[src/rtl/apr_pkg.sv]
// shared types and constants of the period ring refill block
package apr_pkg;

    localparam int PERIOD_COUNT = 32;
    localparam int PERIOD_W     = $clog2(PERIOD_COUNT);
    localparam int FILL_CNT_W   = $clog2(PERIOD_COUNT + 1);

    localparam int CMD_W        = 2;
    localparam int STATUS_W     = 8;
    localparam int POS_W        = 32;
    localparam int FRAMES_W     = 9;
    localparam int OFFSET_W     = 15;
    localparam int COUNT_W      = 32;
    localparam int CFG_INDEX_W  = 2;

    // dividend is the byte position over the bytes per frame
    localparam int DIV_W        = POS_W - 2;
    localparam int DIV_CNT_W    = $clog2(DIV_W);

    localparam logic [CMD_W-1:0] CMD_SERVICE = 2'd0;
    localparam logic [CMD_W-1:0] CMD_START   = 2'd1;
    localparam logic [CMD_W-1:0] CMD_STOP    = 2'd2;

    localparam logic [CFG_INDEX_W-1:0] REG_FRAMES         = 2'd0;
    localparam logic [CFG_INDEX_W-1:0] REG_DEVICE_PRESENT = 2'd1;

    localparam logic [STATUS_W-1:0] STS_FIFO_ERR = 8'h08;
    localparam logic [STATUS_W-1:0] STS_DESC_ERR = 8'h10;

    localparam logic [FRAMES_W-1:0] FRAMES_MIN = 9'd16;
    localparam logic [FRAMES_W-1:0] FRAMES_MAX = 9'd256;

    typedef struct packed {
        logic load;
        logic div_step;
        logic fill_setup;
        logic emit;
    } t_dp_cmd;

    typedef struct packed {
        logic is_start;
        logic is_service;
        logic div_last;
        logic out_free;
        logic emit_last;
    } t_dp_sts;

endpackage

[src/rtl/apr_if.sv]
// channel interfaces of the period ring refill block
interface apr_in_if;
    logic                              valid;
    logic                              ready;
    logic [apr_pkg::CMD_W-1:0]         cmd;
    logic [apr_pkg::STATUS_W-1:0]      stream_status;
    logic [apr_pkg::POS_W-1:0]         dma_position;
    logic                              run_seen;

    modport source (output valid, cmd, stream_status, dma_position, run_seen,
                    input ready);
    modport sink   (input valid, cmd, stream_status, dma_position, run_seen,
                    output ready);
endinterface

interface apr_out_if;
    logic                              valid;
    logic                              ready;
    logic                              fill_valid;
    logic [apr_pkg::PERIOD_W-1:0]      fill_period;
    logic [apr_pkg::OFFSET_W-1:0]      fill_offset;
    logic [apr_pkg::STATUS_W-1:0]      status_ack;
    logic                              kick;
    logic [apr_pkg::COUNT_W-1:0]       underrun_count;
    logic [apr_pkg::FILL_CNT_W-1:0]    filled_count;
    logic                              last;

    modport source (output valid, fill_valid, fill_period, fill_offset, status_ack,
                    kick, underrun_count, filled_count, last,
                    input ready);
    modport sink   (input valid, fill_valid, fill_period, fill_offset, status_ack,
                    kick, underrun_count, filled_count, last,
                    output ready);
endinterface

interface apr_cfg_if;
    logic                              valid;
    logic                              ready;
    logic [apr_pkg::CFG_INDEX_W-1:0]   index;
    logic [apr_pkg::FRAMES_W-1:0]      data;

    modport source (output valid, index, data, input ready);
    modport sink   (input valid, index, data, output ready);
endinterface

[src/rtl/apr_ctrl.sv]
// sequencing state machine of the period ring refill block
module apr_ctrl (
    input  logic              i_clk,
    input  logic              i_rst_n,
    input  logic              i_in_valid,
    output logic              o_in_ready,
    input  apr_pkg::t_dp_sts  i_sts,
    output apr_pkg::t_dp_cmd  o_ctl
);

    localparam logic [1:0] S_IDLE  = 2'd0;
    localparam logic [1:0] S_DIV   = 2'd1;
    localparam logic [1:0] S_SETUP = 2'd2;
    localparam logic [1:0] S_EMIT  = 2'd3;

    logic [1:0] r_state;
    logic [1:0] n_state;
    logic       w_accept;

    assign o_in_ready = (r_state == S_IDLE);
    assign w_accept   = i_in_valid && o_in_ready;

    always_comb begin
        n_state          = r_state;
        o_ctl.load       = 1'b0;
        o_ctl.div_step   = 1'b0;
        o_ctl.fill_setup = 1'b0;
        o_ctl.emit       = 1'b0;
        case (r_state)
            S_IDLE: begin
                if (w_accept) begin
                    o_ctl.load = 1'b1;
                    if (i_sts.is_start) begin
                        n_state = S_EMIT;
                    end else if (i_sts.is_service) begin
                        n_state = S_DIV;
                    end
                end
            end
            S_DIV: begin
                o_ctl.div_step = 1'b1;
                if (i_sts.div_last) begin
                    n_state = S_SETUP;
                end
            end
            S_SETUP: begin
                o_ctl.fill_setup = 1'b1;
                n_state          = S_EMIT;
            end
            S_EMIT: begin
                if (i_sts.out_free) begin
                    o_ctl.emit = 1'b1;
                    if (i_sts.emit_last) begin
                        n_state = S_IDLE;
                    end
                end
            end
            default: begin
                n_state = S_IDLE;
            end
        endcase
    end

    always_ff @(posedge i_clk) begin
        if (!i_rst_n) begin
            r_state <= S_IDLE;
        end else begin
            r_state <= n_state;
        end
    end

endmodule

[src/rtl/apr_dp.sv]
// datapath: config registers, ring state, position divider, result register
module apr_dp (
    input  logic                                i_clk,
    input  logic                                i_rst_n,
    input  logic                                i_cfg_we,
    input  logic [apr_pkg::CFG_INDEX_W-1:0]     i_cfg_index,
    input  logic [apr_pkg::FRAMES_W-1:0]        i_cfg_data,
    input  logic [apr_pkg::CMD_W-1:0]           i_cmd,
    input  logic [apr_pkg::STATUS_W-1:0]        i_stream_status,
    input  logic [apr_pkg::POS_W-1:0]           i_dma_position,
    input  logic                                i_run_seen,
    input  apr_pkg::t_dp_cmd                    i_ctl,
    output apr_pkg::t_dp_sts                    o_sts,
    input  logic                                i_out_ready,
    output logic                                o_out_valid,
    output logic                                o_fill_valid,
    output logic [apr_pkg::PERIOD_W-1:0]        o_fill_period,
    output logic [apr_pkg::OFFSET_W-1:0]        o_fill_offset,
    output logic [apr_pkg::STATUS_W-1:0]        o_status_ack,
    output logic                                o_kick,
    output logic [apr_pkg::COUNT_W-1:0]         o_underrun_count,
    output logic [apr_pkg::FILL_CNT_W-1:0]      o_filled_count,
    output logic                                o_last
);

    localparam int PROD_W = apr_pkg::PERIOD_W + apr_pkg::FRAMES_W;

    // config registers
    logic [apr_pkg::FRAMES_W-1:0]    r_cfg_frames;
    logic                            r_device_present;

    // ring state
    logic [apr_pkg::FRAMES_W-1:0]    r_frames;
    logic [apr_pkg::PERIOD_W-1:0]    r_refill_pointer;
    logic [apr_pkg::COUNT_W-1:0]     r_underrun;
    logic                            r_running;

    // per command
    logic [apr_pkg::STATUS_W-1:0]    r_sts;
    logic                            r_kick;
    logic                            r_is_start;
    logic [apr_pkg::PERIOD_W-1:0]    r_period;
    logic [apr_pkg::FILL_CNT_W-1:0]  r_remain;
    logic [apr_pkg::FILL_CNT_W-1:0]  r_filled;

    // restoring divider
    logic [apr_pkg::DIV_W-1:0]       r_dividend;
    logic [apr_pkg::FRAMES_W-1:0]    r_rem;
    logic [apr_pkg::PERIOD_W-1:0]    r_quo;
    logic [apr_pkg::DIV_CNT_W-1:0]   r_div_cnt;

    logic                            r_out_valid;

    logic [apr_pkg::FRAMES_W-1:0]    w_clamped;
    logic [apr_pkg::FRAMES_W:0]      w_trial;
    logic [apr_pkg::FRAMES_W:0]      w_diff;
    logic                            w_ge;
    logic                            w_err;
    logic [1:0]                      w_inc;
    logic [apr_pkg::PERIOD_W-1:0]    w_span;
    logic                            w_item_fill;
    logic [PROD_W-1:0]               w_prod;
    logic                            w_start_cmd;
    logic                            w_stop_cmd;

    assign w_start_cmd = r_device_present && (i_cmd == apr_pkg::CMD_START);
    assign w_stop_cmd  = r_device_present && (i_cmd == apr_pkg::CMD_STOP);

    assign o_sts.is_start   = w_start_cmd;
    assign o_sts.is_service = r_device_present && r_running
                              && (i_cmd == apr_pkg::CMD_SERVICE);
    assign o_sts.div_last   = (r_div_cnt == apr_pkg::DIV_CNT_W'(apr_pkg::DIV_W - 1));
    assign o_sts.out_free   = !r_out_valid || i_out_ready;
    assign o_sts.emit_last  = (r_remain <= apr_pkg::FILL_CNT_W'(1));

    always_comb begin
        if (r_cfg_frames < apr_pkg::FRAMES_MIN) begin
            w_clamped = apr_pkg::FRAMES_MIN;
        end else if (r_cfg_frames > apr_pkg::FRAMES_MAX) begin
            w_clamped = apr_pkg::FRAMES_MAX;
        end else begin
            w_clamped = r_cfg_frames;
        end
    end

    // error bit and stopped dma each count one underrun
    assign w_err = |(i_stream_status & (apr_pkg::STS_FIFO_ERR | apr_pkg::STS_DESC_ERR));
    assign w_inc = {1'b0, w_err} + {1'b0, !i_run_seen};

    assign w_trial = {r_rem, r_dividend[apr_pkg::DIV_W-1]};
    assign w_ge    = (w_trial >= {1'b0, r_frames});
    assign w_diff  = w_trial - {1'b0, r_frames};

    assign w_span      = r_quo - r_refill_pointer;
    assign w_item_fill = (r_remain != '0);
    assign w_prod      = PROD_W'(r_period) * PROD_W'(r_frames);

    always_ff @(posedge i_clk) begin
        if (!i_rst_n) begin
            r_cfg_frames     <= apr_pkg::FRAMES_MIN;
            r_device_present <= 1'b0;
            r_frames         <= apr_pkg::FRAMES_MIN;
            r_refill_pointer <= '0;
            r_underrun       <= '0;
            r_running        <= 1'b0;
            r_out_valid      <= 1'b0;
            r_remain         <= '0;
            r_div_cnt        <= '0;
        end else begin
            if (i_cfg_we) begin
                case (i_cfg_index)
                    apr_pkg::REG_FRAMES:         r_cfg_frames     <= i_cfg_data;
                    apr_pkg::REG_DEVICE_PRESENT: r_device_present <= i_cfg_data[0];
                    default: begin
                    end
                endcase
            end

            if (i_ctl.load) begin
                if (w_start_cmd) begin
                    r_frames         <= w_clamped;
                    r_underrun       <= '0;
                    r_refill_pointer <= '0;
                    r_running        <= 1'b1;
                    r_period         <= '0;
                    r_remain         <= apr_pkg::FILL_CNT_W'(apr_pkg::PERIOD_COUNT);
                    r_filled         <= apr_pkg::FILL_CNT_W'(apr_pkg::PERIOD_COUNT);
                    r_is_start       <= 1'b1;
                    r_kick           <= 1'b1;
                    r_sts            <= '0;
                end else if (w_stop_cmd) begin
                    r_running <= 1'b0;
                end else if (o_sts.is_service) begin
                    r_underrun <= r_underrun + apr_pkg::COUNT_W'(w_inc);
                    r_is_start <= 1'b0;
                    r_kick     <= !i_run_seen;
                    r_sts      <= i_stream_status;
                    r_dividend <= i_dma_position[apr_pkg::POS_W-1:2];
                    r_rem      <= '0;
                    r_quo      <= '0;
                    r_div_cnt  <= '0;
                end
            end

            if (i_ctl.div_step) begin
                r_dividend <= {r_dividend[apr_pkg::DIV_W-2:0], 1'b0};
                r_rem      <= w_ge ? w_diff[apr_pkg::FRAMES_W-1:0]
                                   : w_trial[apr_pkg::FRAMES_W-1:0];
                r_quo      <= {r_quo[apr_pkg::PERIOD_W-2:0], w_ge};
                r_div_cnt  <= r_div_cnt + apr_pkg::DIV_CNT_W'(1);
            end

            // quotient low bits are the hardware period
            if (i_ctl.fill_setup) begin
                r_period <= r_refill_pointer;
                r_remain <= apr_pkg::FILL_CNT_W'(w_span);
                r_filled <= apr_pkg::FILL_CNT_W'(w_span);
            end

            if (i_ctl.emit) begin
                r_out_valid <= 1'b1;
                if (w_item_fill) begin
                    r_period <= r_period + apr_pkg::PERIOD_W'(1);
                    r_remain <= r_remain - apr_pkg::FILL_CNT_W'(1);
                    if (!r_is_start) begin
                        r_refill_pointer <= r_period + apr_pkg::PERIOD_W'(1);
                    end
                end
            end else if (i_out_ready) begin
                r_out_valid <= 1'b0;
            end
        end
    end

    // result register, payload without reset
    always_ff @(posedge i_clk) begin
        if (i_ctl.emit) begin
            o_fill_valid     <= w_item_fill;
            o_fill_period    <= w_item_fill ? r_period : '0;
            o_fill_offset    <= w_item_fill ? {w_prod[apr_pkg::OFFSET_W-3:0], 2'b00} : '0;
            o_status_ack     <= r_sts;
            o_kick           <= o_sts.emit_last && r_kick;
            o_underrun_count <= r_underrun;
            o_filled_count   <= o_sts.emit_last ? r_filled : '0;
            o_last           <= o_sts.emit_last;
        end
    end

    assign o_out_valid = r_out_valid;

endmodule

[src/rtl/audio_period_ring_refill_top.sv]
// top level of the playback period ring refill tracker
//
// i_in carries one command item: service poll, start or stop, with the
// stream status byte, the dma byte position and the run bit seen.
// o_out carries the result items of a command, the final one flagged by
// last; underrun_count is the total after the whole command on every item.
// i_cfg writes the frames per period (index 0) and device_present (index 1);
// it is always ready; the user must see it is written only while no command
// is in flight; the block does not enforce this. start gives 32 fill items,
// one per cycle when the receiver takes them, from the emit state through
// the output register. a service poll first runs a restoring divider of the
// position by the latched period size, one quotient bit per cycle, then a
// setup step, then one item per cycle while the receiver takes them: the
// fill items from the refill pointer up to the hardware period, or a single
// empty item. stop, a poll while stopped and any command with no device
// give no item and the block is ready again the next cycle.
// a single output register holds the current item; while the receiver
// stalls the sequencer waits and no item is lost or repeated.
// reset clears ring state, underrun total, device_present; frames go to 16
module audio_period_ring_refill_top (
    input  logic       i_clk,
    input  logic       i_rst_n,
    apr_in_if.sink     i_in,
    apr_out_if.source  o_out,
    apr_cfg_if.sink    i_cfg
);

    apr_pkg::t_dp_cmd w_ctl;
    apr_pkg::t_dp_sts w_sts;
    logic             w_in_ready;

    // config writes are taken at once
    assign i_cfg.ready = 1'b1;
    assign i_in.ready  = w_in_ready;

    // sequencer: idle, divide, setup, emit
    apr_ctrl u_ctrl (
        .i_clk      (i_clk),
        .i_rst_n    (i_rst_n),
        .i_in_valid (i_in.valid),
        .o_in_ready (w_in_ready),
        .i_sts      (w_sts),
        .o_ctl      (w_ctl)
    );

    // datapath with the result register facing o_out
    apr_dp u_dp (
        .i_clk            (i_clk),
        .i_rst_n          (i_rst_n),
        .i_cfg_we         (i_cfg.valid),
        .i_cfg_index      (i_cfg.index),
        .i_cfg_data       (i_cfg.data),
        .i_cmd            (i_in.cmd),
        .i_stream_status  (i_in.stream_status),
        .i_dma_position   (i_in.dma_position),
        .i_run_seen       (i_in.run_seen),
        .i_ctl            (w_ctl),
        .o_sts            (w_sts),
        .i_out_ready      (o_out.ready),
        .o_out_valid      (o_out.valid),
        .o_fill_valid     (o_out.fill_valid),
        .o_fill_period    (o_out.fill_period),
        .o_fill_offset    (o_out.fill_offset),
        .o_status_ack     (o_out.status_ack),
        .o_kick           (o_out.kick),
        .o_underrun_count (o_out.underrun_count),
        .o_filled_count   (o_out.filled_count),
        .o_last           (o_out.last)
    );

endmodule

[src/flat_wrapper.sv]
// flat-port wrapper written by rule: the top's interface ports become plain ports
module audio_period_ring_refill_top_flat 
  (i_clk, i_rst_n, i_in_valid, i_in_cmd, i_in_stream_status, i_in_dma_position, i_in_run_seen, i_in_ready, o_out_valid, o_out_fill_valid, o_out_fill_period, o_out_fill_offset, o_out_status_ack, o_out_kick, o_out_underrun_count, o_out_filled_count, o_out_last, o_out_ready, i_cfg_valid, i_cfg_index, i_cfg_data, i_cfg_ready);
  apr_in_if i_in_i ();
  apr_out_if o_out_i ();
  apr_cfg_if i_cfg_i ();
  input  logic i_clk;
  input  logic i_rst_n;
  input wire logic [$bits(i_in_i.valid)-1:0] i_in_valid;
  input wire logic [$bits(i_in_i.cmd)-1:0] i_in_cmd;
  input wire logic [$bits(i_in_i.stream_status)-1:0] i_in_stream_status;
  input wire logic [$bits(i_in_i.dma_position)-1:0] i_in_dma_position;
  input wire logic [$bits(i_in_i.run_seen)-1:0] i_in_run_seen;
  output wire logic [$bits(i_in_i.ready)-1:0] i_in_ready;
  output wire logic [$bits(o_out_i.valid)-1:0] o_out_valid;
  output wire logic [$bits(o_out_i.fill_valid)-1:0] o_out_fill_valid;
  output wire logic [$bits(o_out_i.fill_period)-1:0] o_out_fill_period;
  output wire logic [$bits(o_out_i.fill_offset)-1:0] o_out_fill_offset;
  output wire logic [$bits(o_out_i.status_ack)-1:0] o_out_status_ack;
  output wire logic [$bits(o_out_i.kick)-1:0] o_out_kick;
  output wire logic [$bits(o_out_i.underrun_count)-1:0] o_out_underrun_count;
  output wire logic [$bits(o_out_i.filled_count)-1:0] o_out_filled_count;
  output wire logic [$bits(o_out_i.last)-1:0] o_out_last;
  input wire logic [$bits(o_out_i.ready)-1:0] o_out_ready;
  input wire logic [$bits(i_cfg_i.valid)-1:0] i_cfg_valid;
  input wire logic [$bits(i_cfg_i.index)-1:0] i_cfg_index;
  input wire logic [$bits(i_cfg_i.data)-1:0] i_cfg_data;
  output wire logic [$bits(i_cfg_i.ready)-1:0] i_cfg_ready;
  assign i_in_i.valid = i_in_valid;
  assign i_in_i.cmd = i_in_cmd;
  assign i_in_i.stream_status = i_in_stream_status;
  assign i_in_i.dma_position = i_in_dma_position;
  assign i_in_i.run_seen = i_in_run_seen;
  assign i_in_ready = i_in_i.ready;
  assign o_out_valid = o_out_i.valid;
  assign o_out_fill_valid = o_out_i.fill_valid;
  assign o_out_fill_period = o_out_i.fill_period;
  assign o_out_fill_offset = o_out_i.fill_offset;
  assign o_out_status_ack = o_out_i.status_ack;
  assign o_out_kick = o_out_i.kick;
  assign o_out_underrun_count = o_out_i.underrun_count;
  assign o_out_filled_count = o_out_i.filled_count;
  assign o_out_last = o_out_i.last;
  assign o_out_i.ready = o_out_ready;
  assign i_cfg_i.valid = i_cfg_valid;
  assign i_cfg_i.index = i_cfg_index;
  assign i_cfg_i.data = i_cfg_data;
  assign i_cfg_ready = i_cfg_i.ready;
  audio_period_ring_refill_top u_core (.i_clk(i_clk), .i_rst_n(i_rst_n), .i_in(i_in_i), .o_out(o_out_i), .i_cfg(i_cfg_i));
endmodule
[config.mk]
export PLATFORM = sky130hd
export DESIGN_NAME = audio_period_ring_refill_top_flat
export DESIGN_NICKNAME = d
export VERILOG_FILES = /design/src/rtl/apr_pkg.sv /design/src/rtl/apr_if.sv /design/src/rtl/apr_ctrl.sv /design/src/rtl/apr_dp.sv /design/src/rtl/audio_period_ring_refill_top.sv /design/src/flat_wrapper.sv
export SDC_FILE = /design/constraint.sdc
export NUM_CORES = 1
export LEC_CHECK = 0
export ABC_AREA = 1
export BUFFER_PORTS_ARGS = -buffer_cell sky130_fd_sc_hd__buf_2
export CAP_MARGIN = 20
export CORE_MARGIN = 1.5
export CORE_UTILIZATION = 41
export CTS_CLUSTER_DIAMETER = 80
export DETAILED_ROUTE_END_ITERATION = 10
export PLACE_DENSITY = 0.61
export SLEW_MARGIN = 25
export SYNTH_ARGS = -nofsm -noshare
export SYNTH_HDL_FRONTEND = slang
export SYNTH_SLANG_ARGS = --single-unit
[constraint.sdc]
create_clock -name i_clk -period 6.15 [get_ports i_clk]
set_input_delay 0.9225 -clock i_clk [delete_from_list [all_inputs] [get_ports i_clk]]
set_output_delay 0.9225 -clock i_clk [all_outputs]
set_load 0.005 [all_outputs]
==> impl_results.md <==
* RSZ-0062 raised after global routing: no
* Multi-input logic area at 4220 um2
* FILL cells at 2,438
* Cell area after synthesis at 10,600 um2
* Die ar. at 26,800 um2
* Total Power at 3.98 mW
* Least-Margin Pin Slew at 0.941 ns
* Root buf cell: clkbuf_16
* DRT Wirelength at 21,700 um
* Ratio of cells with drive above 1 in the final layout at 0.149
* Yosys warns at 0
* Initial DRC Count at 539
* Clk slew on worst S/H paths at 0.06 ns
* # hold bufs at CTS at 0
* Pwr Density at 322 nW/um2
* Distinct cells, synth at 43
* Post-route cell area at 12,400 um2
* Largest net degree at the start of global routing at 52
* F_max at 0.264 GHz
* Slew Limit Fails at 0
* Critical Path Fanout Max at 13
* Nets@finish at 1,480
* WS Path Type: reg2reg
* Post-layout minimum cycle time at 3.79 ns
* Final Cycle Share at 0.617
* CP Capture Type: flip-flop
* Wire length per cell at 12.8 um
* Worst setup margin at 2.36 ns
* #FFs+latches synth at 203
* Boundary pin count at 131
* Vias in the first global route at 7,490
* Final core occ at 0.490
* CTS Sinks at 203
* Core footprint at 25,300 um2
* TritonRoute pass-1 iters at 5
* Vias/cell at 4.70
* Max VDD drop at 219 uV
* Synth async-reset ratio at 0
* Port bufs at 125
* Post_cts resized at 0
* Total grt overflow at 0
* Syn_area_per_cell at 8.62 um2
* Final Hold Fails at 0
* Postcts setup bufs at 0
* Critical Path Source Type: flip-flop
* Finished Layout Cells at 1,703
* First-pass GRT wire length at 36,100 um
* Synthesis-to-finish area growth at 16.7%
* Leakage power at 5.78 nW
* Die X at 164 um
* Number of synthesized flops with an enable pin at 132
* Reg2Reg Setup Slack at 2.36 ns
* Register area at 5390 um2
* Row count at 58
* H-tree levels at 1
* Critical path arrival at 4.06 ns
* DP Cell Count at 1,658
* Vias at 8,008
* Hpwl dp at 15,800 um
* Final setup fails at 0
* Max Cap Viol at 0
* Seq/Total Area, Yosys at 0.508
* CP required at 6.42 ns
* CTS Buf Count at 24
* Clock Path Buffers at 3
* Worst slew margin at 0.370
* Worst min path class: reg2reg
* Status: finished, final reports clean
* Final setup TNS at 0 ns
* Area after DPL at 11,500 um2
* Post-synthesis instance total at 1,229
* Worst skew pair latency at 0.53 ns
* ANT nets after route at 0
* TritonCTS clock tree: built
* Drc violations at 0
* Final clock skew at 0.0238 ns
* Pre-CTS setup slack at 2.37 ns
* Initial antenna violation count at 2
* Hold slack final at 0.418 ns
* Final Wtd Congestion at 0.843
* GRT Util Overall at 0.165
* Die height at 164 um
* Initial Utilization at 0.420
* Synth Flop Type: edfxtp_1
sequential cells by signal, indices dropped and copies added, names as in the netlist, 6 cells and up:
register / flops
u_core.u_dp.o_underrun_count: 32
u_core.u_dp.r_underrun: 32
u_core.u_dp.r_dividend: 30
u_core.u_dp.o_fill_offset: 13
u_core.u_dp.r_cfg_frames: 9
u_core.u_dp.r_frames: 9
u_core.u_dp.r_rem: 9
u_core.u_dp.o_status_ack: 8
u_core.u_dp.r_sts: 8
u_core.u_dp.o_filled_count: 6
u_core.u_dp.r_filled: 6
u_core.u_dp.r_remain: 6
worst paths after layout:
| kind | to | start | depth (start not counted) |
|---|---|---|---|
| min | u_core.u_dp.o_status_ack[2] | u_core.u_dp.r_sts[2] | 0 |
| min reg2reg | u_core.u_dp.o_status_ack[2] | u_core.u_dp.r_sts[2] | 0 |
| max reg2reg | u_core.u_dp.o_fill_offset[14] | u_core.u_dp.r_period[3] | 14 |
| max | u_core.u_dp.o_fill_offset[14] | u_core.u_dp.r_period[3] | 14 |
worst max-delay path: stages (launching register included):
cell and delay (ns):
edfxtp_1 0.60, nand2_1 0.15, inv_1 0.06, fa_1 0.49, fa_1 0.54, inv_1 0.05
fa_1 0.52, inv_1 0.04, ha_1 0.36, a21oi_1 0.22, nor2_1 0.06, o21ai_0 0.17
nand4_1 0.13, nor2_1 0.11, nor2_1 0.05
routing by layer:
layer,vias to the layer above,global-route usage,part of all wire
met5,-,0,0.00060
met4,2,0.0430,0.019
met3,41,0.0364,0.060
met2,169,0.257,0.43
met1,3656,0.232,0.49
li1,4140,-,-
synth_stat cells, drive strengths merged (3+ instances only):
master	n	area, um2
clkbuf	17	63.8
fa	23	460
a21oi	56	280
nor2	149	634
inv	228	856
a22oi	5	37.5
xnor2	4	35.0
nand3	44	220
buf	14	91.3
ha	44	551
xor2	11	96.3
o21ai	68	344
or2	4	25.0
dfxtp	71	1420
nand3b	3	22.5
nand4	10	62.6
nor3	15	80.1
nand2	312	1190
o21bai	4	33.8
edfxtp	132	3960
logic make-up (layout without fill, tap and decap cells):
logic type	after synthesis	count (layout)	share of synthesized area
flip-flops	203	203	0.508
AND/OR/NAND/NOR	540	540	0.213
XOR/XNOR	15	15	0.0124
multiplexers	1	1	0.00106
buffers and inverters	259	401	0.0954
adder cells (fa/ha/maj)	67	67	0.0954
other	2	4	0.000709
AO/OA/AOI/OAI	142	142	0.0737
area by class of cell:
cell class                 count  area share
clock buffer                  26      0.0492
multi-input combinational    768       0.341
clock inverter                18      0.0185
sequential                   203       0.435
tap                          330      0.0334
inverter                     228      0.0692
timing repair buffer         129      0.0530
antenna                        1    0.000202
layout by cell type (no fill, tap or decap), drive strengths merged, types with 15 or more instances in the layout:
cell	Yosys	layout
a21oi	56	56
buf	14	129
clkbuf	17	26
dfxtp	71	71
edfxtp	132	132
fa	23	23
ha	44	44
inv	228	229
nand2	312	312
nand3	44	44
nor2	149	149
nor3	15	15
o21ai	68	68
power by group:
group / switching, mW / leakage (nW) / internal [mW]
clock: 0.572 / 0.406 / 0.926
combinational: 0.529 / 3.58 / 0.251
sequential: 0.0675 / 1.79 / 1.64
total: 1.17 / 5.78 / 2.81
No activity file was read; power rests on OpenSTA's default activity.
